===== src/rtl/assert_macros.svh =====
// assertion macros shared by the phase selector rtl
`ifndef ASSERT_MACROS_SVH
`define ASSERT_MACROS_SVH

// condition and consequence checked at the same clock edge
`define MPS_ASSERT_SAME(label, clk, rst, ante, cons) \
  label: assert property (@(posedge clk) disable iff (rst) (ante) |-> (cons)) \
    else $error("same-cycle check failed");

// consequence checked at the clock edge after the condition
`define MPS_ASSERT_NEXT(label, clk, rst, ante, cons) \
  label: assert property (@(posedge clk) disable iff (rst) (ante) |=> (cons)) \
    else $error("next-cycle check failed");

`endif


===== src/rtl/mps_pkg.sv =====
// shared types and constants of the max pressure phase selector
package mps_pkg;

  localparam int PHASE_W = 8;
  localparam int PRESS_W = 16;
  localparam int COUNT_FIELD_W = 10;
  localparam int MASK_FIELD_W = 32;

  localparam logic [1:0] CMD_LOAD_PHASE = 2'd0;
  localparam logic [1:0] CMD_LOAD_COUNT = 2'd1;
  localparam logic [1:0] CMD_EVAL       = 2'd2;

  typedef enum logic [2:0] {
    ST_IDLE,
    ST_PH_RD,
    ST_PH_LD,
    ST_LANES,
    ST_CMP,
    ST_DONE
  } eval_state_t;

  typedef struct packed {
    logic                      busy;
    logic                      done;
    logic [PHASE_W-1:0]        phase;
    logic signed [PRESS_W-1:0] pressure;
  } eval_status_t;

endpackage


===== src/rtl/mps_mem.sv =====
// single-port-write, registered-read memory with per-entry valid bits
module mps_mem #(
  parameter int WIDTH = 8,
  parameter int DEPTH = 8
) (
  input  logic                                   clk,
  input  logic                                   rst,
  input  logic                                   we,
  input  logic [(DEPTH > 1 ? $clog2(DEPTH) : 1)-1:0] waddr,
  input  logic [WIDTH-1:0]                       wdata,
  input  logic [(DEPTH > 1 ? $clog2(DEPTH) : 1)-1:0] raddr,
  output logic [WIDTH-1:0]                       rdata
);

  logic [WIDTH-1:0] mem [DEPTH];
  logic [DEPTH-1:0] valid;
  logic [WIDTH-1:0] rd_q;
  logic             rd_valid;

  always_ff @(posedge clk) begin
    if (we) begin
      mem[waddr] <= wdata;
    end
    rd_q <= mem[raddr];
  end

  // entries never written read as zero
  always_ff @(posedge clk) begin
    if (rst) begin
      valid    <= '0;
      rd_valid <= 1'b0;
    end else begin
      if (we) begin
        valid[waddr] <= 1'b1;
      end
      rd_valid <= valid[raddr];
    end
  end

  assign rdata = rd_valid ? rd_q : '0;

endmodule


===== src/rtl/mps_eval.sv =====
// evaluation sequencer: walks phase slots and lanes, keeps the best pressure
module mps_eval #(
  parameter int MAX_PHASES = 8,
  parameter int MAX_LANES  = 32,
  parameter int COUNT_BITS = 10
) (
  input  logic clk,
  input  logic rst,
  input  logic start,
  input  logic [$clog2(MAX_PHASES+1)-1:0] used,
  input  logic take,
  output logic [(MAX_PHASES > 1 ? $clog2(MAX_PHASES) : 1)-1:0] ph_raddr,
  input  logic [mps_pkg::PHASE_W+2*(MAX_LANES < 32 ? MAX_LANES : 32)-1:0] ph_rdata,
  output logic [$clog2(MAX_LANES)-1:0] ln_raddr,
  input  logic [(COUNT_BITS < 10 ? COUNT_BITS : 10)-1:0] ln_rdata,
  output mps_pkg::eval_status_t status
);

  localparam int ML     = (MAX_LANES < 32) ? MAX_LANES : 32;
  localparam int CNT_W  = (COUNT_BITS < 10) ? COUNT_BITS : 10;
  localparam int ACC_W  = CNT_W + $clog2(ML) + 1;
  localparam int PH_CW  = $clog2(MAX_PHASES + 1);
  localparam int PH_AW  = (MAX_PHASES > 1) ? $clog2(MAX_PHASES) : 1;
  localparam int LN_AW  = $clog2(MAX_LANES);
  localparam int LN_CW  = $clog2(ML + 1);
  localparam int PE_W   = mps_pkg::PHASE_W + 2 * ML;

  mps_pkg::eval_state_t state, state_next;

  logic [PH_CW-1:0]                 slot, slot_next;
  logic [LN_CW-1:0]                 lane, lane_next;
  logic [ML-1:0]                    in_sh, in_sh_next;
  logic [ML-1:0]                    out_sh, out_sh_next;
  logic [mps_pkg::PHASE_W-1:0]      num, num_next;
  logic [mps_pkg::PHASE_W-1:0]      best_num, best_num_next;
  logic signed [ACC_W-1:0]          acc, acc_next;
  logic signed [ACC_W-1:0]          best, best_next;
  logic signed [ACC_W-1:0]          cnt_ext;

  assign cnt_ext = $signed(ACC_W'(ln_rdata));

  always_ff @(posedge clk) begin
    if (rst) begin
      state <= mps_pkg::ST_IDLE;
    end else begin
      state <= state_next;
    end
  end

  always_ff @(posedge clk) begin
    slot     <= slot_next;
    lane     <= lane_next;
    in_sh    <= in_sh_next;
    out_sh   <= out_sh_next;
    num      <= num_next;
    best_num <= best_num_next;
    acc      <= acc_next;
    best     <= best_next;
  end

  always_comb begin
    state_next    = state;
    slot_next     = slot;
    lane_next     = lane;
    in_sh_next    = in_sh;
    out_sh_next   = out_sh;
    num_next      = num;
    best_num_next = best_num;
    acc_next      = acc;
    best_next     = best;
    case (state)
      mps_pkg::ST_IDLE: begin
        if (start) begin
          slot_next     = '0;
          lane_next     = '0;
          best_next     = '0;
          best_num_next = '0;
          state_next    = (used == '0) ? mps_pkg::ST_DONE : mps_pkg::ST_PH_RD;
        end
      end
      mps_pkg::ST_PH_RD: begin
        state_next = mps_pkg::ST_PH_LD;
      end
      mps_pkg::ST_PH_LD: begin
        num_next    = ph_rdata[PE_W-1 -: mps_pkg::PHASE_W];
        in_sh_next  = ph_rdata[2*ML-1 -: ML];
        out_sh_next = ph_rdata[ML-1:0];
        acc_next    = '0;
        lane_next   = LN_CW'(1);
        state_next  = mps_pkg::ST_LANES;
      end
      mps_pkg::ST_LANES: begin
        // count data belongs to lane - 1; a lane in both masks cancels
        case ({in_sh[0], out_sh[0]})
          2'b10:   acc_next = acc + cnt_ext;
          2'b01:   acc_next = acc - cnt_ext;
          default: acc_next = acc;
        endcase
        in_sh_next  = in_sh >> 1;
        out_sh_next = out_sh >> 1;
        if (lane == LN_CW'(ML)) begin
          state_next = mps_pkg::ST_CMP;
        end else begin
          lane_next = lane + LN_CW'(1);
        end
      end
      mps_pkg::ST_CMP: begin
        // first slot always wins over the initial bound
        if (slot == '0 || acc > best) begin
          best_next     = acc;
          best_num_next = num;
        end
        slot_next  = slot + PH_CW'(1);
        lane_next  = '0;
        state_next = (slot_next == used) ? mps_pkg::ST_DONE : mps_pkg::ST_PH_RD;
      end
      mps_pkg::ST_DONE: begin
        if (take) begin
          state_next = mps_pkg::ST_IDLE;
        end
      end
      default: begin
        state_next = mps_pkg::ST_IDLE;
      end
    endcase
  end

  assign ph_raddr = slot[PH_AW-1:0];
  assign ln_raddr = lane[LN_AW-1:0];

  assign status.busy     = (state != mps_pkg::ST_IDLE);
  assign status.done     = (state == mps_pkg::ST_DONE);
  assign status.phase    = best_num;
  assign status.pressure = mps_pkg::PRESS_W'(best);

endmodule


===== src/rtl/max_pressure_phase_select_core.sv =====
// top level of the max pressure phase selector
// Command channel (cmd_valid / cmd_stall) carries one item per transfer:
//   load phase slot writes phase_number and both lane masks into a slot,
//   load lane count writes vehicle_count for lane_slot, evaluate starts a
//   search; loads to slots or lanes beyond the configured sizes are dropped.
// Result channel (res_valid / res_stall) carries one transfer per evaluate:
//   best_phase and best_pressure of the first slot with the highest pressure.
// Config channel (cfg_valid / cfg_ready) writes phases_in_use; it is ready
//   whenever no evaluation is running.
// Loads are taken back to back while no evaluate holds cmd_stall.
// An evaluate holds cmd_stall until its result enters the output register,
//   valid in the next cycle; each of the N slots in use takes a phase read,
//   a phase load, one lane count per cycle from the count memory port for
//   L = min(MAX_LANES, 32) lanes, and a compare.
// The result sits in an output register: loads are taken while it waits,
//   and a later evaluate finishes its walk and then holds until the
//   receiver drops res_stall.
// Reset clears phases_in_use, the result valid and the valid bits of both
//   memories, so all slots and lane counts read as zero until written.
`include "assert_macros.svh"

module max_pressure_phase_select_core #(
  parameter int MAX_PHASES = 8,
  parameter int MAX_LANES  = 32,
  parameter int COUNT_BITS = 10
) (
  input  logic                               clk,
  input  logic                               rst,
  // command channel
  input  logic                               cmd_valid,
  output logic                               cmd_stall,
  input  logic [1:0]                         command,
  input  logic [2:0]                         phase_slot,
  input  logic [mps_pkg::PHASE_W-1:0]        phase_number,
  input  logic [mps_pkg::MASK_FIELD_W-1:0]   incoming_lane_mask,
  input  logic [mps_pkg::MASK_FIELD_W-1:0]   outgoing_lane_mask,
  input  logic [4:0]                         lane_slot,
  input  logic [mps_pkg::COUNT_FIELD_W-1:0]  vehicle_count,
  // result channel
  output logic                               res_valid,
  input  logic                               res_stall,
  output logic [mps_pkg::PHASE_W-1:0]        best_phase,
  output logic signed [mps_pkg::PRESS_W-1:0] best_pressure,
  // config channel
  input  logic                               cfg_valid,
  output logic                               cfg_ready,
  input  logic [3:0]                         cfg_data
);

  localparam int ML    = (MAX_LANES < 32) ? MAX_LANES : 32;
  localparam int CNT_W = (COUNT_BITS < 10) ? COUNT_BITS : 10;
  localparam int PH_CW = $clog2(MAX_PHASES + 1);
  localparam int PH_AW = (MAX_PHASES > 1) ? $clog2(MAX_PHASES) : 1;
  localparam int LN_AW = $clog2(MAX_LANES);
  localparam int PE_W  = mps_pkg::PHASE_W + 2 * ML;

  logic [3:0]           phases_in_use;
  logic [PH_CW-1:0]     used;
  logic                 cmd_xfer;
  logic                 ph_we;
  logic                 ln_we;
  logic                 start;
  logic                 take;
  logic [PH_AW-1:0]     ph_raddr;
  logic [PE_W-1:0]      ph_rdata;
  logic [LN_AW-1:0]     ln_raddr;
  logic [CNT_W-1:0]     ln_rdata;
  mps_pkg::eval_status_t status;

  // command transfer and its decode
  assign cmd_xfer  = cmd_valid && !cmd_stall;
  assign cmd_stall = status.busy;
  assign ph_we = cmd_xfer && (command == mps_pkg::CMD_LOAD_PHASE) &&
                 (32'(phase_slot) < MAX_PHASES);
  assign ln_we = cmd_xfer && (command == mps_pkg::CMD_LOAD_COUNT) &&
                 (32'(lane_slot) < MAX_LANES);
  assign start = cmd_xfer && (command == mps_pkg::CMD_EVAL);

  // config register, written only between evaluations
  assign cfg_ready = !status.busy;

  always_ff @(posedge clk) begin
    if (rst) begin
      phases_in_use <= '0;
    end else if (cfg_valid && cfg_ready) begin
      phases_in_use <= cfg_data;
    end
  end

  // slots in use saturate at the table size
  assign used = (32'(phases_in_use) > MAX_PHASES) ? PH_CW'(MAX_PHASES)
                                                  : PH_CW'(phases_in_use);

  // phase table: number, incoming mask, outgoing mask; mask bits past the
  // walked lanes are not stored
  mps_mem #(
    .WIDTH (PE_W),
    .DEPTH (MAX_PHASES)
  ) u_phase_mem (
    .clk   (clk),
    .rst   (rst),
    .we    (ph_we),
    .waddr (PH_AW'(phase_slot)),
    .wdata ({phase_number, incoming_lane_mask[ML-1:0], outgoing_lane_mask[ML-1:0]}),
    .raddr (ph_raddr),
    .rdata (ph_rdata)
  );

  // lane vehicle counts, truncated to the count width
  mps_mem #(
    .WIDTH (CNT_W),
    .DEPTH (MAX_LANES)
  ) u_count_mem (
    .clk   (clk),
    .rst   (rst),
    .we    (ln_we),
    .waddr (LN_AW'(lane_slot)),
    .wdata (vehicle_count[CNT_W-1:0]),
    .raddr (ln_raddr),
    .rdata (ln_rdata)
  );

  mps_eval #(
    .MAX_PHASES (MAX_PHASES),
    .MAX_LANES  (MAX_LANES),
    .COUNT_BITS (COUNT_BITS)
  ) u_eval (
    .clk      (clk),
    .rst      (rst),
    .start    (start),
    .used     (used),
    .take     (take),
    .ph_raddr (ph_raddr),
    .ph_rdata (ph_rdata),
    .ln_raddr (ln_raddr),
    .ln_rdata (ln_rdata),
    .status   (status)
  );

  // output register: loads when empty or when the waiting result transfers
  assign take = status.done && (!res_valid || !res_stall);

  always_ff @(posedge clk) begin
    if (rst) begin
      res_valid <= 1'b0;
    end else if (take) begin
      res_valid <= 1'b1;
    end else if (!res_stall) begin
      res_valid <= 1'b0;
    end
  end

  always_ff @(posedge clk) begin
    if (take) begin
      best_phase    <= status.phase;
      best_pressure <= status.pressure;
    end
  end

  // an accepted evaluate blocks further commands until it completes
  `MPS_ASSERT_NEXT(a_eval_blocks, clk, rst, start, cmd_stall)
  // with no slots in use the result is all zero
  `MPS_ASSERT_NEXT(a_empty_zero, clk, rst, take && (used == '0),
    res_valid && (best_phase == '0) && (best_pressure == '0))
  // pressure stays inside what the lane counts can reach
  `MPS_ASSERT_SAME(a_press_range, clk, rst, res_valid,
    (best_pressure <= 16'sd32736) && (best_pressure >= -16'sd32736))

endmodule

===== config.mk =====
export PLATFORM = sky130hd
export DESIGN_NAME = max_pressure_phase_select_core
export DESIGN_NICKNAME = d
export VERILOG_FILES = /design/src/rtl/mps_pkg.sv /design/src/rtl/mps_mem.sv /design/src/rtl/mps_eval.sv /design/src/rtl/max_pressure_phase_select_core.sv
export VERILOG_INCLUDE_DIRS = /design/src /design/src/rtl
export SDC_FILE = /design/constraint.sdc
export NUM_CORES = 1
export LEC_CHECK = 0
export ABC_AREA = 1
export BUFFER_PORTS_ARGS = -buffer_cell sky130_fd_sc_hd__buf_2
export CORE_ASPECT_RATIO = 0.5
export CORE_UTILIZATION = 50
export DETAILED_ROUTE_END_ITERATION = 10
export HOLD_SLACK_MARGIN = 0.05
export PLACE_DENSITY = 0.73
export REMOVE_ABC_BUFFERS = 1
export SYNTH_ARGS = -nofsm -noshare
export SYNTH_HDL_FRONTEND = slang
export SYNTH_HIERARCHICAL = 1
export SYNTH_SLANG_ARGS = --single-unit

===== constraint.sdc =====
create_clock -name clk -period 10.1 [get_ports clk]
set_clock_uncertainty 0.15 [all_clocks]
set_input_delay 1.515 -clock clk [delete_from_list [all_inputs] [get_ports clk]]
set_output_delay 1.515 -clock clk [all_outputs]
set_load 0.05 [all_outputs]

; Word-level counts from Yosys, hierarchy flattened
; Memories as Yosys holds them, arrays and structs flattened. A register that Yosys moved wholly into a read port is not among the register bits.
; Cells that the tools add are included.
[totals]
reg_bits = 196
latch_bits = 0
ram_bits = 896
romBits = 0
in_bits = 101
elab_cells = 115
mem_count = 2
[classes]
n_addsub = 4
n_mul = 0
div = 0
magnitude_cmp = 8
eq_ne = 18
n_shift = 0
muxes = 38
n_bitwise = 2
reduce_logical = 26
[memory_table]
columns = name, words, width, read_ports, rd_clocked_by_memory_dff, wr, line_no
row1 = u_phase_mem.mem, 8, 72, 1, 1, 1, mps_mem.sv:15  ; logic [WIDTH-1:0] mem [DEPTH];
row2 = u_count_mem.mem, 32, 10, 1, 1, 1, mps_mem.sv:15
[ops]
columns = cell, n
row1 = 32-bit one-hot mux with 2 select lines, 2
row2 = 16-bit one-hot mux with 2 select lines, 3
row3 = 64-bit 2-to-1 mux, 1
row4 = 16-bit 2-to-1 mux, 2
row5 = 32-bit bitwise OR, 1
row6 = 6-bit one-hot mux with 4 select lines, 1
row7 = 3-bit one-hot mux with 6 select lines, 1
row8 = 16-bit by 11-bit adder with 16-bit output, 1
row9 = 16-bit > comparator, 1
row10 = 8-bit 2-to-1 mux, 2
row11 = 8-bit one-hot mux with 2 select lines, 1
row12 = 16-bit by 11-bit subtractor with 16-bit output, 1
row13 = 3-bit 2-to-1 mux, 5
row14 = "5-bit by 6-bit less-than comparator with 1-bit output, second input constant", 2
row15 = 6-bit 2-to-1 mux, 2
row16 = 1-bit 2-to-1 mux, 10
row17 = 10-bit 2-to-1 mux, 1
row18 = 3-bit AND reduction, 3
row19 = 1-bit logical AND, 8
row20 = 4-bit logical NOT, 2
row21 = "3-bit by 4-bit less-than comparator with 1-bit output, second input constant", 2
row22 = 4-bit 2-to-1 mux, 2
row23 = 8-bit bitwise OR, 1
row24 = 4-bit one-hot mux with 2 select lines, 1
row25 = 27 further kinds, 40

; Logic depth before layout (Yosys ltp)
[depth]
word_depth = 6
ltp_mapped = 20
ltp_nobuf = 19

; Hierarchy
; The synthesis kept the hierarchy.
[modules_own_cells]
columns = module, n_inst, cells_each, area_per_inst_um2, seq_area_each_um2
row1 = mps_mem at u_phase_mem, 1, 2210, 25478.2, 18918.1
row2 = mps_mem at u_count_mem, 1, 1333, 14717.9, 10470.0
row3 = mps_eval, 1, 752, 6751.5, 3723.6
row4 = max_pressure_phase_select_core, 1, 70, 992.2, 820.8

; Worst setup path before layout
; Ideal clock, no wire load.
[synth_timing]
path_type = input port to flip-flop
startpoint = input cmd_valid
endpoint = memory u_phase_mem/mem[7][0] in the netlist's numbering (enable)
setup_ps = 504
arrival_ps = 4906
path_slack_ps = 4540
cell_stages = 4
path_buffers = 0
cell_sequence = nand2_1 > nor3_1 > nand2_1 > nor2_1
[synth_via]
elab_chain_len = 4
[synth_rtl]
columns = element, line_no
row1 = start: declaration, max_pressure_phase_select_core.sv:30  ; input logic cmd_valid,
row2 = 1-bit logical AND, max_pressure_phase_select_core.sv:71  ; assign cmd_xfer = cmd_valid && !cmd_stall;
row3 = 1-bit logical AND, max_pressure_phase_select_core.sv:73  ; assign ph_we = cmd_xfer && (command == mps_pkg::CMD_LOAD_PHASE) &&
row4 = named net ph_we, max_pressure_phase_select_core.sv:60  ; logic ph_we;
row5 = 1-bit 2-to-1 mux, mps_mem.sv:21  ; if (we) begin
row6 = 1-bit 2-to-1 mux (implied by the code), mps_mem.sv:22  ; mem[waddr] <= wdata;
row7 = end: declaration, mps_mem.sv:15
; The timed path passes the listed nets, and every way through them passes these cells.

; Final worst setup path
[layout_timing]
startpoint = register u_eval.state[1]
endpoint = memory u_phase_mem/mem[7][27] in the netlist's numbering (enable)
[layout_via]
elab_chain_len = 6
[layout_rtl]
columns = element, line_no
row1 = start: declaration, mps_eval.sv:28  ; mps_pkg::eval_state_t state, state_next;
row2 = start signal: assignment, mps_eval.sv:44  ; state <= mps_pkg::ST_IDLE;
row3 = start signal: assignment, mps_eval.sv:46  ; state <= state_next;
row4 = 3-bit nonzero test, mps_eval.sv:131  ; assign status.busy = (state != mps_pkg::ST_IDLE);
row5 = 1-bit logical NOT, max_pressure_phase_select_core.sv:71
row6 = 1-bit logical AND, max_pressure_phase_select_core.sv:71
row7 = 1-bit logical AND, max_pressure_phase_select_core.sv:73
row8 = named net ph_we, max_pressure_phase_select_core.sv:60
row9 = 1-bit 2-to-1 mux, mps_mem.sv:21
row10 = 1-bit 2-to-1 mux (implied by the code), mps_mem.sv:22
; The timed path passes the listed nets, and every way through them passes these cells.

==> results.sh <==
export IMPL_intPower_mw=9.03
export IMPL_dr_pass1_iters=5
export IMPL_critical_path_top_delay_family="simple AND/OR/NAND/NOR gates"
export IMPL_cts_sinks=1174
export IMPL_drtIter0Drc=3049
export IMPL_hp_class="reg -> reg"
export IMPL_tritoncts="built"
export IMPL_slew_headroom_pct=16.8
export IMPL_critPathSlowestCell="nor2_4"
export IMPL_ioPinCount=128
export IMPL_cts_buffer_depth=3
export IMPL_dieArea_um2=97200
export IMPL_grt_pass1_wl_mm=165
export IMPL_syn_instance_count=4365
export IMPL_crit_chain="inv_1 -> nand2_1 -> nor2_1 -> inv_1 -> inv_2 -> nand2_1 -> nor3_1 -> nand2_1 -> nor2_4 -> buf_4"
export IMPL_die_x_um=440
export IMPL_worst_setup_path_type="reg -> reg"
export IMPL_pwr_share_clk_pct=29.2
export IMPL_p_leak_nw=20.2
export IMPL_postLayoutCoreUtil_pct=55.8
export IMPL_grt_pass1_vias=30100
export IMPL_crit_required_ns=10.28
export IMPL_seq_area_frac_synth_pct=70.8
export IMPL_cts_hold_buf=0
export IMPL_drv_cap=0
export IMPL_post_synth_top_area_fraction_pct=65.3
export IMPL_combPwrFrac_pct=27.8
export IMPL_num_nets_final=4536
export IMPL_synth_most_common_cell="nand2_1"
export IMPL_clk_latency_ns=0.71
export IMPL_tightest_slew_ns=1.25
export IMPL_synth_cell_types=41
export IMPL_period_needed_ns=3.92
export IMPL_ys_top_cells_by_area="edfxtp_1 (65%), nand2_1 (9.1%), nor2_1 (6.1%)"
export IMPL_routed_via_density=5.33
export IMPL_power_frac_seq_pct=43.0
export IMPL_p_per_area_nw_per_um2=260
export IMPL_drive_gt1_share_pct=7.76
export IMPL_syn_area_um2=47900
export IMPL_slowest_delay_ns=0.90
export IMPL_areaGrowthSynthToFinish_pct=9.33
export IMPL_p_sw_share_pct=33.8
export IMPL_worst_path_buf_inv=4
export IMPL_rows=79
export IMPL_dieHeight_um=221
export IMPL_initial_core_util_pct=51.0
export IMPL_maxSlewViolCount=0
export IMPL_wl_mm=106
export IMPL_overflow=0
export IMPL_post_cts_setup_buffers=0
export IMPL_ctsHtreeMaxLevel=3
export IMPL_dp_cells=5551
export IMPL_drc=0
export IMPL_io_buffers=127
export IMPL_coreArea_um2=94000
export IMPL_switchingPower_mw=4.62
export IMPL_routedWlPerCell_um=18.4
export IMPL_grt_setup_unrepaired="no"
export IMPL_worst_setup_path_start_kind="flop"
export IMPL_post_cts_resized=0
export IMPL_final_cell_area_um2=52400
export IMPL_syn_avg_cell_area_um2=11.0
export IMPL_timing_hold_violations_final=0
export IMPL_setup_violations=0
export IMPL_synthArstFlopShare_pct=0
export IMPL_synth_edf_count=1042
export IMPL_synth_commonest_cells="nand2_1 (1,164), edfxtp_1 (1,042), nor2_1 (774)"
export IMPL_total_power_mw=13.7
export IMPL_finalNonFillerCells=5750
export IMPL_worst_setup_path_end_kind="flop"
export IMPL_antenna_found_initial=14
export IMPL_ys_warn_count=6
export IMPL_postSynthRegisterBits=1174
export IMPL_place_gp_congestion=0.848
export IMPL_outcome="completed"
export IMPL_ant_nets=0
export IMPL_crit_path_frequent_cell="nand2_1"
export IMPL_cts_buffers_inserted=100
export IMPL_clk_root_buffer_cell="clkbuf_16"
export IMPL_yosysTopAreaCell="edfxtp_1"
export IMPL_vias=30700
export IMPL_holdWs_ns=0.270
export IMPL_place_hpwl_mm=57.6
export IMPL_synth_top_flop_cell="edfxtp_1"
export IMPL_placed_cell_area_um2=49000
export IMPL_grt_max_degree=211
export IMPL_fmax_mhz=255
export IMPL_crit_arrival_ns=4.10
export IMPL_clk_pin_slew_worst_paths_ns=0.07
export IMPL_crit_fanout=43
export IMPL_peakVddDrop_uv=200
export IMPL_grt_usage_pct=21.8
export IMPL_period_share_pct=38.8
==> kinds of logic after synthesis <==
group                    share of synthesized area (%)
AND/OR/NAND/NOR                                   19.1
flip-flops                                        70.8
buffers and inverters                             4.96
AO/OA/AOI/OAI                                     3.94
adder cells (fa/ha/maj)                          0.981
XOR/XNOR                                         0.238
==> cell type report <==
| cell class | count | area, um^2 |
|---|---|---|
| Timing Repair Buffer | 157 | 886 |
| Clock buffer | 134 | 2730 |
| Clock inverter | 55 | 679 |
| Antenna cell | 10 | 25.0 |
| Tap cell | 1255 | 1570 |
| Sequential cell | 1174 | 33900 |
| Inverter | 243 | 936 |
| Fill cell | 7585 | 41600 |
| Multi-Input combinational cell | 2722 | 11700 |
==> per-stage QoR <==
step           setup TNS, ns  worst slack (ns)
2_1_floorplan         -34.31            -0.514
3_3_place_gp               0              5.62
3_5_place_dp               0              5.58
4_1_cts                    0              6.11
5_1_grt                    0              5.85
6_report                   0              6.18
==> power groups by stage <==
stage	Sequential, mW	Combinational [mW]	Clock (mW)
floorplan	6.21	2.45	0
global placement	5.96	3.67	0
detailed placement	5.98	3.76	0
CTS	5.87	3.78	4.05
global route	5.90	4.26	4.24
finish	5.87	3.80	3.98
==> path summary, 6_finish.rpt <==
kind	startpoint	end	slack, ns	depth (start not counted)
min	u_eval/best_num[5]	best_phase[5]	0.27	0
max reg2reg	u_eval/state[1]	u_phase_mem/mem[7][27]	6.18	10
max	u_eval/state[1]	u_phase_mem/mem[7][27]	6.18	10
min reg2reg	u_eval/best_num[5]	best_phase[5]	0.27	0
==> worst reg2reg max path, delay by kind of cell (launching register included) <==
| family | cells | cell delay [ns] |
|---|---|---|
| AND/OR/NAND/NOR | 6 | 1.83 |
| buffers and inverters | 4 | 1.17 |
| flip-flops | 1 | 0.36 |
==> placed cells by master, fill, tap and decap left out, drive strengths merged <==
cell         n
dfxtp      132
and2        12
fa           1
a211oi       2
inv        241
nand3      314
clkinvlp     4
bufinv      12
nand3b       2
diode       10
buf        157
a21o         3
clkinv      41
nand2     1166
xor2        10
ha          36
clkbuf     134
edfxtp    1042
o21ai      313
nor2       778
or2          1
xnor2        3
o21bai       3
a31oi        3
nor4         2
o21a         1
nand4        3
and3         1
nor3        23
a21oi       45
==> registers in the layout, summed over array words and instances, names as in the netlist, 10 cells and up <==
signal	count
best_pressure	16
u_count_mem/mem	320
u_count_mem/rd_q	10
u_count_mem/valid	32
u_eval/acc	16
u_eval/best	16
u_eval/in_sh	32
u_eval/out_sh	32
u_phase_mem/mem	576
u_phase_mem/rd_q	72
==> metal layers <==
layer | part of all wire (%) | up-vias | routed length (um) | track usage [%]
li1 | - | 14700 | - | -
met1 | 41 | 14800 | 43300 | 27.8
met2 | 50 | 975 | 52700 | 37.8
met3 | 6.7 | 192 | 7060 | 3.44
met4 | 2.5 | 6 | 2700 | 7.33
met5 | 0.033 | - | 35 | 0
(Power assumes the default switching activity.)
